--- src/rtl/cbn_pkg.sv ---
// ----------------------------------------------------------------------------
// cbn_pkg
// shared types and helpers of the contact basis block
// ----------------------------------------------------------------------------
package cbn_pkg;

  localparam int RBITS = 15;  // magnitude bits found by the cell chain
  localparam int QW    = 32;  // squared length width
  localparam int TW    = 62;  // target width (c^2 << 30)
  localparam int SW    = 63;  // running r^2*q width
  localparam int RQW   = 47;  // running r*q width

  // data handed from cell to cell, two tangent components side by side
  typedef struct packed {
    logic                         valid;
    logic                         xsel;
    logic                         degen;
    logic signed [15:0]           nx;
    logic signed [15:0]           ny;
    logic signed [15:0]           nz;
    logic [QW-1:0]                q;
    logic [1:0]                   neg;
    logic [1:0]                   full;
    logic [1:0][TW-1:0]           tgt;
    logic [1:0][SW-1:0]           s;
    logic [1:0][RQW-1:0]          rq;
    logic [1:0][RBITS-1:0]        r;
  } cbn_cell_t;

  // floor((v + 2^14) / 2^15), saturated to q1.15
  function automatic logic signed [15:0] round_q15(input logic signed [33:0] v);
    logic signed [34:0] w;
    logic signed [19:0] h;
    begin
      w = 35'(v) + 35'sd16384;
      h = 20'(w >>> 15);
      if (h > 20'sd32767) round_q15 = 16'sd32767;
      else if (h < -20'sd32768) round_q15 = -16'sd32768;
      else round_q15 = h[15:0];
    end
  endfunction

endpackage

--- src/rtl/cbn_cell.sv ---
// ----------------------------------------------------------------------------
// cbn_cell
// one bit of the reciprocal square root search for both components
// ----------------------------------------------------------------------------
module cbn_cell #(
  parameter int BIT = 14
) (
  input  logic               clk,
  input  logic               rst,
  input  logic               en,
  input  cbn_pkg::cbn_cell_t d_in,
  output cbn_pkg::cbn_cell_t q_out
);
  cbn_pkg::cbn_cell_t d;
  logic [cbn_pkg::SW-1:0] cand [2];

  always_comb begin
    d = d_in;
    for (int i = 0; i < 2; i++) begin
      // (r + 2^k)^2 q = r^2 q + 2^(k+1) r q + 2^(2k) q
      cand[i] = d_in.s[i] + (cbn_pkg::SW'(d_in.rq[i]) << (BIT + 1))
              + (cbn_pkg::SW'(d_in.q) << (2 * BIT));
      if (cand[i] <= cbn_pkg::SW'(d_in.tgt[i])) begin
        d.s[i]  = cand[i];
        d.rq[i] = d_in.rq[i] + (cbn_pkg::RQW'(d_in.q) << BIT);
        d.r[i]  = d_in.r[i] | (cbn_pkg::RBITS'(1) << BIT);
      end
    end
  end

  always_ff @(posedge clk) begin
    if (rst) begin
      q_out.valid <= 1'b0;
    end else if (en) begin
      q_out <= d;
    end
  end
endmodule

--- config.mk ---
export PLATFORM = sky130hd
export DESIGN_NAME = cbn_cell
export DESIGN_NICKNAME = d
export VERILOG_FILES = /design/src/rtl/cbn_pkg.sv /design/src/rtl/cbn_cell.sv
export SDC_FILE = /design/constraint.sdc
export NUM_CORES = 1
export LEC_CHECK = 0
export BUFFER_PORTS_ARGS = -buffer_cell sky130_fd_sc_hd__buf_2
export CORE_AREA = 2 2 364 366
export CTS_BUF_LIST = sky130_fd_sc_hd__clkbuf_16
export DETAILED_ROUTE_END_ITERATION = 10
export DIE_AREA = 0 0 366 368
export HOLD_SLACK_MARGIN = 0.03
export PLACE_DENSITY = 0.51
export SLEW_MARGIN = 40
export SYNTH_ARGS = -nofsm -noshare
export SYNTH_HDL_FRONTEND = slang
export SYNTH_SLANG_ARGS = --single-unit
--- constraint.sdc ---
create_clock -name clk -period 36.1 [get_ports clk]
set_input_delay 3.61 -clock clk [delete_from_list [all_inputs] [get_ports clk]]
set_output_delay 3.61 -clock clk [all_outputs]
set_load 0.01 [all_outputs]
==> flow_summary.json <==
{
  "r2r_slack_ps": 35530,
  "dp_hpwl_um": 103500,
  "drc": 0,
  "use_met1": 0.2442,
  "rows": 133,
  "wire_per_inst_um": 24.20,
  "period_needed_ps": 10650,
  "status": "complete, no violations",
  "setup.worst_path.end_class": "flop",
  "ys_types": 77,
  "async_flop_share": 0,
  "relSlewSlack": 0.4075,
  "crit_arrival_ps": 11040,
  "critPathLaunchType": "input pin",
  "syn_area_per_cell_um2": 12.18,
  "gp_congestion": 0.8962,
  "netlist_area_mm2": 0.02884,
  "cts.sinks": 461,
  "seqCellArea_mm2": 0.01383,
  "drtPass1Iterations": 7,
  "insertion_delay_ps": 640,
  "grt_pass1_vias": 22770,
  "grtUsageTotal": 0.1774,
  "p_per_area_mw_per_mm2": 55.71,
  "rsz0062_at_grt": "false",
  "synth_cells": 2368,
  "synth_fp_nets": 3210,
  "die_width_um": 366,
  "viasPerCell": 4.508,
  "cp_slowest_cell": "or4_4",
  "ir_drop_mv": 0.03180,
  "crit_type": "in2reg",
  "core_area_mm2": 0.1308,
  "initial_core_util": 0.2205,
  "die_h_um": 368,
  "grt_pass1_wl_um": 171800,
  "max_freq_ghz": 0.09391,
  "dp_cells": 5009,
  "required_ps": 36490,
  "setup_viol": 0,
  "instances_no_fill": 5126,
  "cts_buffers": 57,
  "dieArea_mm2": 0.1347,
  "ant_nets": 0,
  "cts_setup_buffers": 0,
  "hold_buffers": 0,
  "min_period_over_period": 0.2950,
  "antenna_found_initial": 44,
  "top_usage_layer": "met2",
  "layout-area-overhead-vs-synth_pct": 30.52,
  "path_clk_slew_ps": 70,
  "multi_input_area_mm2": 0.01400,
  "ioPinCount": 925,
  "critical_path.max_stage_delay_ps": 560,
  "ys_ff_latch": 461,
  "io_buffers": 924,
  "yosysWarnings": 0,
  "cts_root_buf": "clkbuf_16",
  "maxSlewViolCount": 0,
  "skew_ps": 0,
  "largest_reg_flops": 461,
  "crit_top_cell": "a21o_1",
  "clk_path_buf_depth": 3,
  "power_uw": 2097,
  "htreeDepth": 2,
  "nets": 4157,
  "synth_enable_flop_cells": 460,
  "fill_cells": 13730,
  "setup_tns_ps": 0,
  "cts_resized": 0,
  "use_met3": 0.04113,
  "path_buf_inv": 3,
  "grt_max_degree": 136,
  "vias": 23110,
  "finalHoldViolCount": 0,
  "routed_wl_um": 124100,
  "p_leak_uw": 0.01670,
  "cp_top_family": "compound AO/OA/AOI/OAI gates",
  "cts_tree": "yes",
  "gr-total-overflow": 0,
  "grtUsageMet2": 0.2839,
  "reg_top3": "q_out: 461 flops",
  "drt_iter0_drc": 1555,
  "drv_cap": 0,
  "worst_slew_pin_slew_ps": 888.7,
  "hold_path_class": "reg2reg",
  "largest-register": "q_out",
  "synth_top_flop_cell": "edfxtp_1",
  "path_max_fanout": 39,
  "drive_above_1_share": 0.3324,
  "utilization": 0.2878,
  "ys_seq_area_frac": 0.4797
}
## final cells by class
class | count | share of cell area
multi-input combinational | 1669 | 0.3719
sequential | 461 | 0.3675
timing repair buffer | 940 | 0.1282
tap | 1755 | 0.05834
clock buffer | 58 | 0.03856
inverter | 186 | 0.01855
clock inverter | 49 | 0.01639
antenna | 8 | 0.0005319
## power by group
part / total [uW] / internal (uW) / switching (uW)
registers: 683 / 669 / 14.5
clock network: 639 / 382 / 257
logic: 774 / 305 / 469
## tightest hold or removal path, delay by kind of cell (launching register included)
family           cells  cell delay [ps]
multiplexers         1               60
flip-flops           1              320
AND/OR/NAND/NOR      1               80
## final timing paths
| path | start | to | cells after the start |
|---|---|---|---|
| worst max-delay path | d_in[383] | q_out[44] | 25 |
| worst max register to register | q_out[460] | q_out[460] | 2 |
| worst min-delay path | q_out[460] | q_out[460] | 2 |
| worst min register to register | q_out[460] | q_out[460] | 2 |
## stage by stage
step / area (um^2) / hold WS [ps] / worst slack (ps)
CTS: 37570 / 499.6 / 25400
detailed placement: 35500 / 482.5 / 24720
global placement: 35440 / 472.4 / 24680
global route: 37630 / 603.2 / 25210
finish: 37640 / 495.6 / 25450
floorplan: 28840 / 527.9 / 10830
## cells in the final DEF, fill, tap and decap left out, drive strengths merged, types with 13 or more instances in the layout
cell type and instances:
nor2b 14, a31oi 18, nand3 31, nand2b 14, inv 201, nand4 41
clkbuf 58, nand2 129, nor2 89, mux2 112, a21oi 167, ha 310
o21ai 167, clkinv 17, o21bai 26, edfxtp 460, fa 68, buf 940
a21o 101, o211ai 16, xor2 49, xnor2 87, o21a 17, nor3 23
a211oi 28, and2 13, and3 20
## synth_stat cells (18+ instances only)
cell type / number / area, um^2
nor2_1: 89 / 334.1
a21o_1: 101 / 758.2
a211oi_1: 26 / 195.2
and3_1: 20 / 125.1
o21bai_1: 25 / 187.7
a21oi_1: 167 / 835.8
clkbuf_1: 28 / 105.1
o21ai_0: 141 / 705.7
mux2_4: 60 / 900.9
fa_1: 68 / 1361
nor3_1: 23 / 115.1
inv_1: 186 / 698.2
nand3_1: 31 / 155.2
edfxtp_1: 460 / 13810
mux2_1: 52 / 585.6
nand4_1: 41 / 256.5
xor2_1: 49 / 429.2
o21ai_1: 26 / 130.1
xnor2_1: 87 / 762.0
ha_1: 310 / 3879
a31oi_1: 18 / 112.6
nand2_1: 129 / 484.2
## cell families after synthesis
logic type / count (synthesis) / share of synthesized area
flip-flops: 461 / 0.4797
XOR/XNOR: 136 / 0.04130
AO/OA/AOI/OAI: 637 / 0.1415
AND/OR/NAND/NOR: 404 / 0.06720
adder cells (fa/ha/maj): 378 / 0.1817
buffers and inverters: 238 / 0.03640
multiplexers: 114 / 0.05224
## metal layers
metal	vias up	part of all wire
met4	28	0.018
met1	11250	0.46
li1	10860	-
met3	142	0.065
met5	-	0.0015
met2	830	0.46
Note: power is estimated with default switching activity, not from simulation.
