## config.mk

```make
export PLATFORM = sky130hd
export DESIGN_NAME = cbn_front
export DESIGN_NICKNAME = d
export VERILOG_FILES = /design/src/rtl/cbn_pkg.sv /design/src/rtl/cbn_front.sv
export SDC_FILE = /design/constraint.sdc
export NUM_CORES = 1
export LEC_CHECK = 0
export CAP_MARGIN = 20
export CORE_ASPECT_RATIO = 0.5
export CORE_MARGIN = 2
export CORE_UTILIZATION = 35
export DETAILED_ROUTE_END_ITERATION = 6
export DONT_BUFFER_PORTS = 1
export MAX_ROUTING_LAYER = met4
export PLACE_DENSITY = 0.5
export SLEW_MARGIN = 40
export SYNTH_ARGS = -nofsm -noshare
export SYNTH_HDL_FRONTEND = slang
export SYNTH_SLANG_ARGS = --single-unit
```

## constraint.sdc

```tcl
create_clock -name clk -period 31.5 [get_ports clk]
set_input_delay 6.3 -clock clk [delete_from_list [all_inputs] [get_ports clk]]
set_output_delay 6.3 -clock clk [all_outputs]
set_load 0.01 [all_outputs]
```

## src/rtl/cbn_pkg.sv

```systemverilog
// ----------------------------------------------------------------------------
// cbn_pkg
// shared types and helpers of the contact basis block
// ----------------------------------------------------------------------------
package cbn_pkg;

  localparam int RBITS = 15;  // magnitude bits found by the cell chain
  localparam int QW    = 32;  // squared length width
  localparam int TW    = 62;  // target width (c^2 << 30)
  localparam int SW    = 63;  // running r^2*q width
  localparam int RQW   = 47;  // running r*q width

  // data handed from cell to cell, two tangent components side by side
  typedef struct packed {
    logic                         valid;
    logic                         xsel;
    logic                         degen;
    logic signed [15:0]           nx;
    logic signed [15:0]           ny;
    logic signed [15:0]           nz;
    logic [QW-1:0]                q;
    logic [1:0]                   neg;
    logic [1:0]                   full;
    logic [1:0][TW-1:0]           tgt;
    logic [1:0][SW-1:0]           s;
    logic [1:0][RQW-1:0]          rq;
    logic [1:0][RBITS-1:0]        r;
  } cbn_cell_t;

  // floor((v + 2^14) / 2^15), saturated to q1.15
  function automatic logic signed [15:0] round_q15(input logic signed [33:0] v);
    logic signed [34:0] w;
    logic signed [19:0] h;
    begin
      w = 35'(v) + 35'sd16384;
      h = 20'(w >>> 15);
      if (h > 20'sd32767) round_q15 = 16'sd32767;
      else if (h < -20'sd32768) round_q15 = -16'sd32768;
      else round_q15 = h[15:0];
    end
  endfunction

endpackage

```

## src/rtl/cbn_front.sv

```systemverilog
// ----------------------------------------------------------------------------
// cbn_front
// axis choice, squared length and search targets
// ----------------------------------------------------------------------------
module cbn_front (
  input  logic                 clk,
  input  logic                 rst,
  input  logic                 en,
  input  logic                 valid,
  input  logic signed [15:0]   nx,
  input  logic signed [15:0]   ny,
  input  logic signed [15:0]   nz,
  output cbn_pkg::cbn_cell_t   q_out
);
  localparam int QWL = cbn_pkg::QW;
  logic [16:0] ax, ay, az, asel;
  logic        xsel;
  logic [33:0] nz2, sel2;
  logic [QWL-1:0] qsum;
  cbn_pkg::cbn_cell_t d;

  always_comb begin
    ax   = nx[15] ? 17'(-{nx[15], nx}) : 17'({nx[15], nx});
    ay   = ny[15] ? 17'(-{ny[15], ny}) : 17'({ny[15], ny});
    az   = nz[15] ? 17'(-{nz[15], nz}) : 17'({nz[15], nz});
    xsel = ax > ay;
    asel = xsel ? ax : ay;
    nz2  = 34'(az) * 34'(az);
    sel2 = 34'(asel) * 34'(asel);
    qsum = QWL'(nz2 + sel2);
    d          = '0;
    d.valid    = valid;
    d.xsel     = xsel;
    d.degen    = qsum == '0;
    d.nx       = nx;
    d.ny       = ny;
    d.nz       = nz;
    d.q        = qsum;
    // component 0 comes from nz, component 1 from the chosen axis
    d.neg[0]   = xsel ? nz[15] : (!nz[15] && nz != '0);
    d.neg[1]   = xsel ? (!nx[15] && nx != '0) : ny[15];
    d.full[0]  = sel2 == '0;
    d.full[1]  = nz2 == '0;
    d.tgt[0]   = cbn_pkg::TW'(nz2) << 30;
    d.tgt[1]   = cbn_pkg::TW'(sel2) << 30;
  end

  always_ff @(posedge clk) begin
    if (rst) begin
      q_out.valid <= 1'b0;
    end else if (en) begin
      q_out <= d;
    end
  end
endmodule

```

==> impl_metrics.py <==
metrics = {
    "status": {
        "status": "complete, no violations",
    },
    "global_route": {
        "grt_pass1_wl_mm": 98.8,
        "antenna_found_initial": 2,
        "grt_use_total": 0.173,
        "grt-ovfl-total": 0,
        "grt_pass1_vias": 17200,
        "grt_max_degree": 78,
    },
    "sta": {
        "relSlewSlack": 0.436,
        "max_freq_mhz": 52.2,
        "clock_skew_ps": 0,
        "rsz0062_at_grt": "false",
        "fin_ws_ps": 12360,
        "final.setup.tns_ps": 0,
        "hold_viol": 0,
        "layout_min_cycle_time_ps": 19140,
        "worst_slew_pin_slew_ps": 842,
        "finalMaxSlewViolations": 0,
        "setup_viol": 0,
        "period_share": 0.608,
    },
    "placed_design": {
        "portBuffers": 0,
        "place_ws_ps": 11950,
        "gp_congestion": 0.880,
        "dpl-instance-area_sq_um": 26200,
        "dp.cells": 3740,
        "hpwl_mm": 54.5,
    },
    "synthesis": {
        "synth-simple-area-share": 0.0902,
        "synth_edf_count": 147,
        "ys_seq_area_frac": 0.172,
        "synth_cells": 2719,
        "synth_seq_cells": 148,
        "synth-xor-area-share": 0.0459,
        "synth.area.mux_share": 0.00349,
        "yosys_warnings": 0,
        "synth.avg_cell_area_sq_um": 9.48,
        "synth_compound_area_frac": 0.0778,
        "netlist_area_sq_um": 25800,
        "synth_top_family_by_area": "adder cells",
        "synth_ff_type": "edfxtp_1",
        "yosys.area_share.adder": 0.425,
        "synth_cell_types": 72,
        "synthArstFlopShare": 0,
    },
    "setup_path": {
        "crit_fanout": 30,
        "startpoint_type": "primary input",
        "critPathBufInv": 6,
        "cp.arrival_ps": 19420,
        "ff2ff_path_depth": 2,
        "cp_num_cells": 45,
        "r2r_start": "q_out[460]$_SDFFE_PP0P_",
        "end_kind": "flop",
        "crit_type": "primary input to flop",
        "max_stage_delay_ps": 700,
        "cp_common_cell": "fa_1",
        "crit_family": "simple AND/OR/NAND/NOR gates",
        "worst_path_max_delay_cell": "o21ai_1",
        "cp.required_ps": 31770,
        "crit_path_start": "ny[2]",
    },
    "final_layout": {
        "drive_gt1_frac": 0.0286,
        "final_nets": 3484,
        "n_antenna_cell": 0,
        "largest-register": "q_out",
        "fillers": 7449,
        "final_common_cell": "inv_1",
        "reg_top3": "q_out (148)",
        "mostFrequentLayoutCells": "inv_1, conb_1, fa_1",
        "register_area_sq_um": 4430,
        "largest_reg_flops": 148,
        "fin_area_sq_um": 26800,
        "final_cells": 3772,
        "area_delta_synth_final_pct": 3.83,
        "multiInputGateArea_sq_um": 18100,
    },
    "floorplanning": {
        "initial_core_util": 0.353,
        "die_x_um": 388,
        "core_area_sq_um": 73000,
        "dieArea_sq_um": 76000,
        "pin_count": 513,
        "num_rows": 70,
        "die_y_um": 196,
    },
    "route": {
        "routed_wl_mm": 62.7,
        "drt-wirelength-per-cell_um": 16.6,
        "drc_errors": 0,
        "first_pass_iters": 5,
        "drtIter0Drc": 855,
        "viasPerCell": 4.46,
        "drtAntennaViolNets": 0,
        "vias": 16800,
    },
    "clock_tree": {
        "cts_tree": "built",
        "post_cts_resized": 0,
        "path_clk_slew_ps": 70,
        "hold_buffers": 0,
        "clkLatencyLatePin_ps": 450,
        "post-cts-setup-buffers": 0,
        "numCtsBuffers": 17,
        "cts_num_sinks": 148,
        "cts.root.buffer_cell": "clkbuf_16",
        "clockBufferDepth": 2,
        "h-tree-depth": 4,
    },
    "min_path": {
        "hold_class": "flop to flop",
        "hp-start": "q_out[460]$_SDFFE_PP0P_",
        "holdPathStages": 2,
    },
    "run": {
        "maxCapViolCount": 0,
    },
}
-- layer usage --
metal / part of all wire / wire length [um] / global-route usage / vias up
met5: 0 / 0 / - / -
met1: 0.44 / 27800 / 0.221 / 8306
met4: 0.020 / 1240 / 0.0405 / 0
met2: 0.50 / 31500 / 0.297 / 425
li1: - / - / - / 8036
met3: 0.035 / 2200 / 0.0173 / 54
-- tightest hold or removal path: cells and delay by family (launching register included) --
| family | cells | cell delay (ps) |
|---|---|---|
| muxes | 1 | 130 |
| and+or+nand+nor | 1 | 50 |
| DFF | 1 | 340 |
-- stage by stage --
stage / hold slack [ps] / util
finish: 558 / 0.367
global route: 617 / 0.367
CTS: 559 / 0.367
detailed placement: 548 / 0.359
global placement: 542 / 0.358
floorplan: 528 / -
-- area by class of cell --
type | instances | share of cell area
Clock buffer | 17 | 0.0159
Clock inverter | 15 | 0.00710
Inverter | 605 | 0.0848
Multi-Input combinational cell | 1995 | 0.675
Sequential cell | 148 | 0.166
Tap cell | 972 | 0.0454
Timing Repair Buffer | 20 | 0.00589
-- cells by family (layout without fill, tap and decap cells) --
group | count (synthesis) | after routing
flip-flops | 148 | 148
AO/OA/AOI/OAI | 311 | 311
other | 2 | 386
AND/OR/NAND/NOR | 509 | 509
buffers and inverters | 960 | 657
XOR/XNOR | 135 | 135
adder cells (fa/ha/maj) | 645 | 645
multiplexers | 9 | 9
-- cell usage after synthesis, drive strengths merged (4+ instances only) --
library cell,count,area (sq um)
ha,261,3270
or3,10,62.6
xnor2,75,657
nor2,160,601
nor4b,4,47.6
nor4,11,75.1
a211oi,15,113
o21a,12,97.6
o21bai,7,52.6
nand2b,17,106
o31ai,14,105
or2,6,37.5
a21oi,85,425
nand4,14,87.6
a31o,4,35.0
or4b,5,50.1
clkinv,10,37.5
xor2,60,526
o21ai,71,355
nor3,16,80.1
a31oi,9,56.3
fa,384,7690
buf,316,2370
a311oi,5,50.0
o211ai,8,60.1
and4,4,35.0
nand3,20,100
nor2b,8,50.1
or4,16,120
nand2,204,768
clkbuf,39,146
edfxtp,147,4410
a21o,48,360
inv,595,2230
o41ai,8,70.1
mux2i,9,90.1
-- worst paths after layout --
check,slack (ps),to
max,12360,q_out[458]$_DFFE_PP_
min,560,q_out[460]$_SDFFE_PP0P_
max reg2reg,30880,q_out[460]$_SDFFE_PP0P_
min reg2reg,560,q_out[460]$_SDFFE_PP0P_
Power is not shown: default switching activity piles up to over one toggle a cycle in this logic, so the estimate is an artifact.
