[config.mk]
export PLATFORM = sky130hd
export DESIGN_NAME = cbn_back
export DESIGN_NICKNAME = d
export VERILOG_FILES = /design/src/rtl/cbn_pkg.sv /design/src/rtl/cbn_back.sv
export SDC_FILE = /design/constraint.sdc
export NUM_CORES = 2
export LEC_CHECK = 0
export BUFFER_PORTS_ARGS = -buffer_cell sky130_fd_sc_hd__buf_2
export CAP_MARGIN = 25
export CORE_UTILIZATION = 60
export CTS_CLUSTER_DIAMETER = 150
export DETAILED_ROUTE_END_ITERATION = 6
export PLACE_DENSITY = 0.83
export SYNTH_ARGS = -nofsm -noshare
export SYNTH_HDL_FRONTEND = slang
export SYNTH_SLANG_ARGS = --single-unit
[constraint.sdc]
create_clock -name clk -period 23.8 [get_ports clk]
set_clock_uncertainty 0.1 [all_clocks]
set_input_delay 3.57 -clock clk [delete_from_list [all_inputs] [get_ports clk]]
set_output_delay 3.57 -clock clk [all_outputs]
set_load 0.1 [all_outputs]
[src/rtl/cbn_pkg.sv]
// ----------------------------------------------------------------------------
// cbn_pkg
// shared types and helpers of the contact basis block
// ----------------------------------------------------------------------------
package cbn_pkg;

  localparam int RBITS = 15;  // magnitude bits found by the cell chain
  localparam int QW    = 32;  // squared length width
  localparam int TW    = 62;  // target width (c^2 << 30)
  localparam int SW    = 63;  // running r^2*q width
  localparam int RQW   = 47;  // running r*q width

  // data handed from cell to cell, two tangent components side by side
  typedef struct packed {
    logic                         valid;
    logic                         xsel;
    logic                         degen;
    logic signed [15:0]           nx;
    logic signed [15:0]           ny;
    logic signed [15:0]           nz;
    logic [QW-1:0]                q;
    logic [1:0]                   neg;
    logic [1:0]                   full;
    logic [1:0][TW-1:0]           tgt;
    logic [1:0][SW-1:0]           s;
    logic [1:0][RQW-1:0]          rq;
    logic [1:0][RBITS-1:0]        r;
  } cbn_cell_t;

  // floor((v + 2^14) / 2^15), saturated to q1.15
  function automatic logic signed [15:0] round_q15(input logic signed [33:0] v);
    logic signed [34:0] w;
    logic signed [19:0] h;
    begin
      w = 35'(v) + 35'sd16384;
      h = 20'(w >>> 15);
      if (h > 20'sd32767) round_q15 = 16'sd32767;
      else if (h < -20'sd32768) round_q15 = -16'sd32768;
      else round_q15 = h[15:0];
    end
  endfunction

endpackage

[src/rtl/cbn_back.sv]
// ----------------------------------------------------------------------------
// cbn_back
// tangent signs, cross product and rounding to the output register
// ----------------------------------------------------------------------------
module cbn_back (
  input  logic                clk,
  input  logic                rst,
  input  logic                en,
  input  cbn_pkg::cbn_cell_t  d_in,
  output logic                valid,
  output logic signed [15:0]  nx, ny, nz,
  output logic signed [15:0]  t0x, t0y, t0z,
  output logic signed [15:0]  t1x, t1y, t1z,
  output logic                degen
);
  // stage a: signed tangent components
  logic               a_valid, a_xsel, a_degen;
  logic signed [15:0] a_nx, a_ny, a_nz, a_v0, a_v1;
  logic signed [15:0] v [2];
  // stage b: products
  logic               b_valid, b_xsel, b_degen;
  logic signed [15:0] b_nx, b_ny, b_nz, b_v0, b_v1;
  logic signed [31:0] pa, pb, pc, pd;
  logic signed [33:0] s1, s2, s3;

  always_comb begin
    for (int i = 0; i < 2; i++) begin
      if (d_in.degen) v[i] = '0;
      else if (d_in.full[i]) v[i] = d_in.neg[i] ? -16'sd32768 : 16'sd32767;
      else if (d_in.neg[i]) v[i] = -$signed({1'b0, d_in.r[i]});
      else v[i] = $signed({1'b0, d_in.r[i]});
    end
  end

  always_comb begin
    if (b_xsel) begin
      s1 = 34'(pa);
      s2 = 34'(pb) - 34'(pc);
      s3 = -34'(pd);
    end else begin
      s1 = 34'(pa) - 34'(pb);
      s2 = -34'(pc);
      s3 = 34'(pd);
    end
  end

  always_ff @(posedge clk) begin
    if (rst) begin
      a_valid <= 1'b0;
      b_valid <= 1'b0;
      valid   <= 1'b0;
    end else if (en) begin
      a_valid <= d_in.valid;
      b_valid <= a_valid;
      valid   <= b_valid;
    end
  end

  always_ff @(posedge clk) begin
    if (en) begin
      a_xsel  <= d_in.xsel;
      a_degen <= d_in.degen;
      a_nx    <= d_in.nx;
      a_ny    <= d_in.ny;
      a_nz    <= d_in.nz;
      a_v0    <= v[0];
      a_v1    <= v[1];
      b_xsel  <= a_xsel;
      b_degen <= a_degen;
      b_nx    <= a_nx;
      b_ny    <= a_ny;
      b_nz    <= a_nz;
      b_v0    <= a_v0;
      b_v1    <= a_v1;
      pa      <= a_ny * a_v1;
      pb      <= a_nz * a_v0;
      pc      <= a_nx * a_v1;
      pd      <= (a_xsel ? a_ny : a_nx) * a_v0;
      nx      <= b_nx;
      ny      <= b_ny;
      nz      <= b_nz;
      degen   <= b_degen;
      t0x     <= b_xsel ? b_v0 : 16'sd0;
      t0y     <= b_xsel ? 16'sd0 : b_v0;
      t0z     <= b_v1;
      t1x     <= cbn_pkg::round_q15(s1);
      t1y     <= cbn_pkg::round_q15(s2);
      t1z     <= cbn_pkg::round_q15(s3);
    end
  end
endmodule

==> metrics <==
antenna viol nets, final=0; status=complete, no violations; cts bufs inserted=51; layout cells sized above 1=8.12%; reg2reg path depth=23; Reg-to-Reg End=pd[31]; leading area contributor after synthesis=fa_1; worst-path fanout max=17; CP Capture Type=register; RSZ-0062 raised after global routing=no; H-tree lvl count=2; Mapped Cells=5890; RR Startpoint=a_xsel; syn_nets=roughly 8000; max-slew violations=0; via-per-instance ratio=5.65; first-pass GRT wire length=roughly 230000 µm; post-place instance area=62100 µm²; Synth top area share=between 30% and 40%; die height=between 300 and 400 µm; synth-to-layout area growth=7.33%; fin cells=7374; r2r setup slk=between 15000 and 20000 ps; kind of critical path=reg -> reg; syn avg cell area=approximately 10 µm²; placed insts=about 7300; dominant cells by area after synthesis=fa_1, edfxtp_1, ha_1; DRC errors left=0; HP Start=b_v1[7]; initial drt markers=2829; Post-Syn Area=59600 µm²; DP HPWL=109000 µm; WL per Instance=19.1 µm; clock slew at reported path FFs=70 ps; Hold Path End=t0z[7]; Die W=317 µm; total grt overflow=0; Hold Path Stages=0; layout net count=7951; setup repair bufs after CTS=0; CTS Buffer Depth=3; total wire length=141000 µm; Post-Synth XOR/XNOR Area=roughly 3.4%; Compound-Gate Fraction of Synth Area=between 6 and 7%; Post-Synth Simple-Gate Area=14.1%; Worst Path Arrival=8470 ps; synthesized flop and latch total=440; CP startpoint kind=register; Starting Density=60.5%; ys async rst share=0%; multiplexer share of the synthesized area=less than 1%; cts hold-fix bufs=0; Post-CTS Resized=0; Slew @ Worst Pin=1090 ps; io pins=610; Hold Crit Class=reg -> reg; largest family of logic cells by synthesized area=adder cells; final hold vios=0; post-synthesis sequential area ratio=22.1%; setup TNS=0 ps; Rows=115; first drt pass iteration count=6; vias in the first global route=44652; Primary FF master, synth=edfxtp_1; Yosys cell types=about 110; I/O Buffers=233; clock sinks=between 400 and 500; Post-Synth Adder-Cell Area=43.6%; vias=around 42000; Skew-Pair Late Insertion Delay=670 ps; CP required=between 20000 and 25000 ps; gr usage total=29.5%; slew margin rel.=27.5%; Routability Congestion=0.926; Core Region=98400 µm²; warnings from Yosys=0; initial antenna violation count=9; post-route cell area=63900 µm²; fin crit share=34.3%; Tmin final=a little over 8000 ps; Max Clock Freq=between 100 and 150 MHz; Max Cap Violations=0; largest net degree at the start of global routing=99; Setup-failing EPs final=0; WHS=317 ps; CTS tree=done; DIE AREA=slightly above 100000 µm²; clk root buf=clkbuf_16; Post-synth EDFFs=437
-- state kept, by name (all words and copies together) (netlist names), 32 cells and up --
register / cells
pd: 32
pb: 32
pc: 32
pa: 32
-- cells in the mapped netlist, types with 34 or more instances --
cell type / instances
nand2b_1: 45
inv_1: 1275
nand2_1: 656
nand3_1: 34
a21oi_1: 149
edfxtp_1: 437
o21ai_0: 95
xnor2_1: 175
and2_1: 461
o21a_1: 39
nor3_1: 49
a21o_1: 71
ha_1: 395
xor2_1: 56
nor2b_1: 45
nor2_1: 232
clkbuf_1: 188
fa_1: 1048
-- layer usage --
layer | routed length (µm) | GRT usage, % | vias to the layer above
met5 | 63 | 0 | -
met3 | 11600 | 5.77 | 330
met4 | 5850 | 12.2 | 10
li1 | - | - | 18624
met2 | 67100 | 48.4 | 1709
met1 | 56200 | 38.6 | 20999
-- layout by cell type, fill, tap and decap left out, types with 27 or more instances in the layout --
| master | count |
|---|---|
| nor3_1 | 49 |
| nand3_1 | 34 |
| a21o_1 | 71 |
| inv_1 | 1275 |
| a211oi_1 | 27 |
| o21ai_0 | 95 |
| nand2_1 | 656 |
| nand2b_1 | 45 |
| o21a_1 | 39 |
| buf_2 | 232 |
| edfxtp_1 | 437 |
| xnor2_1 | 175 |
| nor2_1 | 232 |
| clkbuf_16 | 51 |
| and2_1 | 461 |
| a21oi_1 | 149 |
| nor2b_1 | 45 |
| xor2_1 | 56 |
| ha_1 | 395 |
| buf_4 | 73 |
| fa_1 | 1048 |
-- final cells by class --
type,count,area [µm²]
multi-input cells,3965,40800
fillers,7436,34500
flip-flops and latches,440,13200
inverters,1276,4790
repair buffers,310,1820
well taps,1287,1610
clock buffers,55,1290
clock inverters,39,475
diodes,2,5.00
-- worst max-delay path, stage by stage, from the launching register on --
cell      delay, ps
edfxtp_1        860
mux2_2          570
and2_1          240
fa_1            530
inv_1            40
fa_1            460
fa_1            500
fa_1            560
inv_1            60
fa_1            490
fa_1            440
ha_1            360
a21o_1          180
a21o_1          160
a21oi_1         250
nand2_1         130
o21ai_0         350
a211oi_1        170
o21a_1          200
o21ai_0         340
a31oi_1         170
a211oi_1        400
a21oi_1         140
xnor2_1         160
-- logic make-up after synthesis --
group / count (synthesis)
and+or+nand+nor: 1669
buffers and inverters: 1485
adders and majority gates: 1445
AOI/OAI and AO/OA: 592
DFF: 440
xor gates and xnor gates: 231
muxes: 28
-- metrics by stage --
stage               worst slack [ps]  utilization [%]
floorplan                      16350                -
global placement               15700             63.1
detailed placement             15560             63.1
CTS                            15490             64.9
global route                   15120             65.0
finish                         15630             65.0
-- worst max path at each step --
stage	slack, ps	start	endpoint	depth (start not counted)
after floorplan	16350	a_xsel	pd[31]	26
after global placement	15700	a_ny[8]	pd[31]	22
after detailed placement	15560	a_ny[8]	pd[31]	22
after CTS	15490	a_ny[8]	pd[31]	22
after global routing	15120	a_xsel	pd[31]	23
final	15630	a_xsel	pd[31]	23
Power is not shown: default switching activity piles up to over one toggle a cycle in this logic, so the estimate is an artifact.
